`config.mk`:
```
export PLATFORM = sky130hd
export DESIGN_NAME = sorted_priority_queue
export DESIGN_NICKNAME = d
export VERILOG_FILES = /design/src/rtl/spq_pkg.sv /design/src/rtl/spq_cell.sv /design/src/rtl/sorted_priority_queue.sv
export SDC_FILE = /design/constraint.sdc
export NUM_CORES = 2
export LEC_CHECK = 0
export BUFFER_PORTS_ARGS = -buffer_cell sky130_fd_sc_hd__buf_2
export CAP_MARGIN = 20
export CORE_MARGIN = 3
export CORE_UTILIZATION = 60
export CTS_BUF_LIST = sky130_fd_sc_hd__clkbuf_8 sky130_fd_sc_hd__clkbuf_16
export CTS_CLUSTER_DIAMETER = 60
export CTS_CLUSTER_SIZE = 16
export DETAILED_ROUTE_END_ITERATION = 16
export HOLD_SLACK_MARGIN = 0.1
export PLACE_DENSITY = 0.77
export SLEW_MARGIN = 5
export SYNTH_ARGS = -nofsm -noshare
export SYNTH_HDL_FRONTEND = slang
export SYNTH_SLANG_ARGS = --single-unit
```
`constraint.sdc`:
```
create_clock -name i_clk -period 8.92 [get_ports i_clk]
set_clock_uncertainty 0.1 [all_clocks]
set_input_delay 1.784 -clock i_clk [delete_from_list [all_inputs] [get_ports i_clk]]
set_output_delay 1.784 -clock i_clk [all_outputs]
set_load 0.02 [all_outputs]
```
`src/rtl/spq_pkg.sv`:
```
// ----------------------------------------------------------------------------
// spq_pkg
// shared constants, codes and link types for the sorted priority queue
// ----------------------------------------------------------------------------
package spq_pkg;

    localparam int DEPTH  = 16;
    localparam int VAL_W  = 32;
    localparam int CNT_W  = $clog2(DEPTH + 1);
    localparam int FILL_W = 5;

    typedef enum logic {
        CMD_INSERT = 1'b0,
        CMD_POP    = 1'b1
    } t_cmd;

    typedef enum logic [1:0] {
        ST_OK    = 2'd0,
        ST_EMPTY = 2'd1,
        ST_FULL  = 2'd2
    } t_status;

    // operation broadcast to every cell
    typedef struct packed {
        logic                    ins;
        logic                    pop;
        logic signed [VAL_W-1:0] value;
    } t_cell_cmd;

    // what a cell shows its neighbors
    typedef struct packed {
        logic                    valid;
        logic                    ge;
        logic signed [VAL_W-1:0] value;
    } t_cell_link;

endpackage

```
`src/rtl/spq_cell.sv`:
```
// ----------------------------------------------------------------------------
// spq_cell
// one slot of the descending sorted chain
// ----------------------------------------------------------------------------
module spq_cell
    import spq_pkg::*;
(
    input  logic       i_clk,
    input  logic       i_rst_n,
    input  t_cell_cmd  i_cmd,
    input  t_cell_link i_prev,
    input  t_cell_link i_next,
    output t_cell_link o_link
);

    logic                    r_valid;
    logic signed [VAL_W-1:0] r_val;
    logic                    n_valid;
    logic signed [VAL_W-1:0] n_val;
    logic                    w_ge;

    // stored value stays in place when it is not below the new one
    assign w_ge = r_valid && (r_val >= i_cmd.value);

    always_comb begin
        n_valid = r_valid;
        n_val   = r_val;
        if (i_cmd.ins) begin
            if (!w_ge) begin
                if (i_prev.ge) begin
                    n_valid = 1'b1;
                    n_val   = i_cmd.value;
                end else begin
                    n_valid = i_prev.valid;
                    n_val   = i_prev.value;
                end
            end
        end else if (i_cmd.pop) begin
            n_valid = i_next.valid;
            n_val   = i_next.value;
        end
    end

    always_ff @(posedge i_clk) begin
        if (!i_rst_n) begin
            r_valid <= 1'b0;
        end else begin
            r_valid <= n_valid;
        end
        r_val <= n_val;
    end

    assign o_link = '{valid: r_valid, ge: w_ge, value: r_val};

endmodule

```
`src/rtl/sorted_priority_queue.sv`:
```
// ----------------------------------------------------------------------------
// sorted_priority_queue
// sorted register chain holding up to DEPTH signed values, insert or pop max
// ----------------------------------------------------------------------------
// a result is registered onto the master side in the cycle after its input transfer
// throughput: one item per cycle; every cell compares and shifts in the same
//   cycle, input ready follows the output register and the master tready
// reset: synchronous active-low clears the cell valid bits, the count and the
//   output valid; stored values need no reset
module sorted_priority_queue
    import spq_pkg::*;
(
    input  logic         i_clk,
    input  logic         i_rst_n,
    // slave side
    input  logic         s_axis_tvalid,
    output logic         s_axis_tready,
    input  logic [31:0]  s_axis_tdata,   // [31:0] item_value
    input  logic         s_axis_tuser,   // [0] cmd
    // master side
    output logic         m_axis_tvalid,
    input  logic         m_axis_tready,
    // [31:0] popped_value, [63:32] max_value, [95:64] min_value,
    // [100:96] fill_count, [101] empty_flag, [103:102] status
    output logic [103:0] m_axis_tdata
);

    t_cell_cmd               w_cmd;
    t_cell_link              w_link [DEPTH];
    t_cell_link              w_prev [DEPTH];
    t_cell_link              w_next [DEPTH];

    logic [CNT_W-1:0]        r_count;
    logic [CNT_W-1:0]        n_count;
    logic signed [VAL_W-1:0] r_min;
    logic signed [VAL_W-1:0] n_min;

    logic                    r_out_valid;
    logic [103:0]            r_out_data;

    logic                    w_accept;
    logic                    w_full;
    logic                    w_empty;
    logic                    w_ins_ok;
    logic                    w_pop_ok;
    logic signed [VAL_W-1:0] w_item;
    t_cmd                    w_kind;
    t_status                 w_status;
    logic signed [VAL_W-1:0] w_popped;
    logic signed [VAL_W-1:0] w_max;
    logic signed [VAL_W-1:0] w_min;

    // input transfer whenever the output register is free or being drained
    assign s_axis_tready = !r_out_valid || m_axis_tready;
    assign w_accept      = s_axis_tvalid && s_axis_tready;

    assign w_item  = s_axis_tdata;
    assign w_kind  = t_cmd'(s_axis_tuser);
    assign w_full  = (r_count == CNT_W'(DEPTH));
    assign w_empty = (r_count == '0);

    // dropped insert on full and pop on empty leave the chain untouched
    assign w_ins_ok = w_accept && (w_kind == CMD_INSERT) && !w_full;
    assign w_pop_ok = w_accept && (w_kind == CMD_POP) && !w_empty;

    assign w_cmd = '{ins: w_ins_ok, pop: w_pop_ok, value: w_item};

    // chain of cells, largest value in cell 0
    for (genvar g = 0; g < DEPTH; g++) begin : g_cell
        if (g == 0) begin : g_head
            // head cell takes the new value when it is the largest
            assign w_prev[g] = '{valid: 1'b1, ge: 1'b1, value: '0};
        end else begin : g_mid
            assign w_prev[g] = w_link[g-1];
        end
        if (g == DEPTH - 1) begin : g_tail
            assign w_next[g] = '{valid: 1'b0, ge: 1'b0, value: '0};
        end else begin : g_body
            assign w_next[g] = w_link[g+1];
        end

        spq_cell u_cell (
            .i_clk   (i_clk),
            .i_rst_n (i_rst_n),
            .i_cmd   (w_cmd),
            .i_prev  (w_prev[g]),
            .i_next  (w_next[g]),
            .o_link  (w_link[g])
        );
    end

    // count, minimum tracker and result fields
    always_comb begin
        n_count  = r_count;
        n_min    = r_min;
        w_status = ST_OK;
        w_popped = '0;
        w_max    = w_link[0].value;
        if (w_ins_ok) begin
            n_count = r_count + CNT_W'(1);
            if (w_empty || (w_item < r_min)) begin
                n_min = w_item;
            end
            // new max is the head unless the item is above it
            if (!(w_link[0].valid && w_link[0].ge)) begin
                w_max = w_item;
            end
        end else if (w_pop_ok) begin
            n_count  = r_count - CNT_W'(1);
            w_popped = w_link[0].value;
            w_max    = w_link[1].value;
        end else if (w_accept) begin
            w_status = (w_kind == CMD_POP) ? ST_EMPTY : ST_FULL;
        end
        if (n_count == '0) begin
            w_max = '0;
            w_min = '0;
        end else begin
            w_min = n_min;
        end
    end

    always_ff @(posedge i_clk) begin
        if (!i_rst_n) begin
            r_count     <= '0;
            r_out_valid <= 1'b0;
        end else begin
            r_count <= n_count;
            if (w_accept) begin
                r_out_valid <= 1'b1;
            end else if (m_axis_tready) begin
                r_out_valid <= 1'b0;
            end
        end
        r_min <= n_min;
        if (w_accept) begin
            r_out_data <= {w_status, (n_count == '0), FILL_W'(n_count),
                           w_min, w_max, w_popped};
        end
    end

    assign m_axis_tvalid = r_out_valid;
    assign m_axis_tdata  = r_out_data;

    // count never exceeds the chain length
    a_count_range: assert property (@(posedge i_clk) disable iff (!i_rst_n)
        r_count <= CNT_W'(DEPTH))
        else $error("count above depth");

    // head cell occupancy follows the count
    a_head_valid: assert property (@(posedge i_clk) disable iff (!i_rst_n)
        w_link[0].valid == (r_count != '0))
        else $error("head valid out of step with count");

    // tail cell occupied exactly when full
    a_tail_valid: assert property (@(posedge i_clk) disable iff (!i_rst_n)
        w_link[DEPTH-1].valid == w_full)
        else $error("tail valid out of step with full");

    // a pop on an empty queue leaves it empty
    a_empty_pop: assert property (@(posedge i_clk) disable iff (!i_rst_n)
        (w_accept && (w_kind == CMD_POP) && w_empty) |=> (r_count == '0))
        else $error("pop on empty changed the count");

    // head keeps the largest value: cell 1 never above cell 0
    a_order: assert property (@(posedge i_clk) disable iff (!i_rst_n)
        w_link[1].valid |-> (w_link[1].value <= w_link[0].value))
        else $error("chain out of order");

endmodule

```
==> reports/results.txt <==
Simple-gate share of the synthesized area: 0.133
Wirelength per Cell: 24.2 um
Clock Tree Buf Depth: 3
Net Count, Synth: 5062
Sw frac: 0.354
Hold crit path type: register to register
FF/Latch Area: 19600 um^2
Die height: 277 um
Crit Path Max Fanout: 34
Vias in the first global route: 34400
Clock tree from TritonCTS: done
Fin crit period: 6.03 ns
Post-synth EDFFs: 616
Placed cell count: 5385
DR vias: 36400
Worst relative slew slack: 0.233
Critical Path RT: 9.18 ns
Sequential power share: 0.435
Hold Path Sink: r_min[8]
Netlist cell types: 65
CTS root buf: clkbuf_16
Hold-critical path depth: 2
Pin count of the biggest net entering global routing: 233
Syn-to-layout area delta: 8.41%
Compound-cell area share of the yosys netlist: 0.162
Hold Vio Cnt, Final: 0
Htree depth: 2
Net Switching: 3.73 mW
Post-Syn Area per Cell: 9.87 um^2
Die area: 77000 um^2
Worst hold start: r_min[8]
Top cell by count, worst path: buf_4
Drt first pass iters: 7
Area of the core: 72200 um^2
# IOs: 143
Max-Cap Viols: 0
Synthesized cell area: 44200 um^2
CP max stage delay: 0.89 ns
Leak: 20.5 nW
Final non-filler cell total: 5501
Synthesized flop and latch total: 670
Async set or reset register ratio after synthesis: 0
Final-report max-slew violation count: 0
Cell Pwr Density: 220 nW/um^2
CP max stage cell: a2111oi_0
Post-synthesis sequential area ratio: 0.443
Clock power share: 0.270
Crit path DAT: 6.29 ns
Portion of netlist area occupied by mux cells: 0.0711
Min Hold Slack: 0.392 ns
Fmax: 0.166 GHz
Worst Reg-to-Reg Cells: 11
Initial Utilization: 0.612
IO buf count: 142
Combinational family with the most area after synthesis: compound AO/OA/AOI/OAI gates
Tcrit/Tclk final: 0.676
Hold buffer count at cts: 0
GR Util All Layers: 0.335
Chip width: 277 um
Post-route ant nets: 0
Syn Inst Count: 4480
Status: finished, final reports clean
1st-iter DRT viols: 4496
Critical Path Sink Type: register
Yosys warnings: 0
RSZ-0062 raised after global routing: no
Actual slew at the worst max-slew pin: 1.14 ns
Pint: 6.81 mW
Clock sink total: 670
XOR/XNOR share of the synthesized area: 0.000594
Max VDD drop: 0.230 mV
Reg2reg setup slack: 4.18 ns
Fill count: 5588
DRC: 0
Gr ovfl total: 0
CP Class: primary input to register
Logic pwr share: 0.295
Post-CTS Resized: 0
Top FF cell, synth: edfxtp_1
Via density: 6.62
Adder-cell share of the synthesized area: 0.154
Initial antenna violation count: 3
Post-CTS Setup Bufs: 0
Drt total wl: 133 mm
Final TNS setup: 0 ns
Final layout net count: 5081
Final Setup Violations: 0
Share of layout cells above drive strength 1: 0.0791
Num CTS Buffers: 60
RR Endpoint: m_axis_tdata[70]
Dpl hpwl: 96.5 mm
CP cell instances: buf_2 > inv_1 > buf_4 > ha_1 > a21oi_1 > o21ai_0 > a2111oi_0 > o21bai_1 > o22ai_4 > buf_4 > mux2i_1 > nor2_1
Multi-input logic area: 23200 um^2
Clk_lat worst skew: 0.66 ns
Worst-path clk slew: 0.07 ns
CP startpoint kind: primary input
Gpl congestion: 0.958
FP Rows: 98
First-pass GRT wire length: 204 mm
Worst reg2reg startpoint: r_count[0]
[final cells by class]
cell class | instances | area share
multi-input cells | 3430 | 0.484
flip-flops and latches | 670 | 0.409
clock buffers | 67 | 0.0336
repair buffers | 228 | 0.0294
well taps | 950 | 0.0248
clock inverters | 46 | 0.0108
inverters | 109 | 0.00859
diodes | 1 | 0.0000522
[cells in the final DEF, fill, tap and decap left out, drive strengths merged, types with 11 or more instances in the layout]
cell type / count
ha: 545
mux2i: 313
o211ai: 22
dfxtp: 54
nand2: 445
nand4: 113
a21oi: 688
nand3: 94
a22oi: 11
o221ai: 22
nor2b: 51
edfxtp: 616
a2111oi: 12
and3: 38
nor3: 28
a21o: 45
nor2: 439
o31a: 35
clkbuf: 67
nor4: 20
o21ai: 292
a211oi: 44
a31oi: 13
buf: 228
a21boi: 12
nand2b: 12
and2: 37
inv: 129
[worst max-delay path: cells and delay by family]
kind,cells,cell delay (ns)
muxes,1,0.23
adders and majority gates,1,0.32
AOI/OAI and AO/OA,5,2.30
buffers and inverters,4,1.56
and+or+nand+nor,1,0.05
[cell usage after synthesis (5+ instances only)]
library cell	n	area, um^2
clkbuf_1	180	676
nand2_1	445	1670
buf_4	6	45.0
a211o_1	5	43.8
a211oi_1	44	330
buf_6	10	113
a22oi_1	11	82.6
and2_1	37	231
and3_1	38	238
and4_1	10	87.6
a31oi_1	13	81.3
ha_1	545	6820
or4_1	5	37.5
a21o_1	45	338
buf_1	16	60.1
a21oi_1	688	3440
nand2b_1	12	75.1
a221oi_1	10	87.6
o31ai_1	6	45.0
a2111oi_0	12	105
mux2i_1	313	3130
nand4_1	113	707
dfxtp_1	54	1080
o211ai_1	21	158
o21ai_1	50	250
nand3_1	93	465
nor4_1	20	125
edfxtp_1	616	18500
buf_2	59	295
nor2b_1	51	319
o221ai_1	22	193
nor2_1	439	1650
o21ai_0	242	1210
nor3_1	28	140
a21boi_0	12	90.1
o22ai_1	7	43.8
inv_1	109	409
o31a_1	35	307
o21a_1	10	75.1
[worst max path at each step]
stage                startpoint                    endpoint  slack, ns
3_5_place_dp   s_axis_tdata[11]   g_cell[4].u_cell.r_val[8]       2.33
5_1_grt        s_axis_tdata[11]  g_cell[4].u_cell.r_val[15]       2.72
6_report       s_axis_tdata[13]  g_cell[15].u_cell.r_val[0]       2.89
2_1_floorplan     m_axis_tready  g_cell[14].u_cell.r_val[0]       0.90
3_3_place_gp   s_axis_tdata[11]   g_cell[4].u_cell.r_val[8]       2.40
4_1_cts        s_axis_tdata[25]  g_cell[6].u_cell.r_val[10]       3.01
[per-stage QoR]
step | util | total power, mW | cell area (um^2) | worst slack (ns)
finish | 0.663 | 10.5 | 47900 | 2.89
global route | 0.663 | 11.0 | 47900 | 2.72
global placement | 0.633 | 7.56 | 45700 | 2.40
floorplan | - | 6.60 | 44200 | 0.899
CTS | 0.663 | 10.5 | 47900 | 3.01
detailed placement | 0.633 | 7.66 | 45700 | 2.33
[flip-flops by register name, summed over array words and instances (netlist names)]
register / flops
g_cell.u_cell.r_val: 512
g_cell.u_cell.r_valid: 16
m_axis_tdata: 104
m_axis_tvalid: 1
r_count: 5
r_min: 32
[power by group through the flow]
stage,logic [mW],registers (mW),clock network [mW]
after global routing,3.41,4.63,2.98
after CTS,3.05,4.57,2.87
after global placement,2.94,4.62,0
after floorplan,2.00,4.60,0
after detailed placement,3.03,4.63,0
final,3.10,4.58,2.85
[cells by family after synthesis]
logic type,count (synthesis)
simple gates,1305
compound gates,1263
flops,670
fa+ha+maj,545
buf+inv,380
mux,314
xor+xnor,3
[layer usage]
layer  routed length (um)  global-route usage
met5                    0                   0
met4                 7700               0.173
met3                12900              0.0412
met2                60000               0.532
met1                52700               0.454
Power figures use the tool's default switching activity.
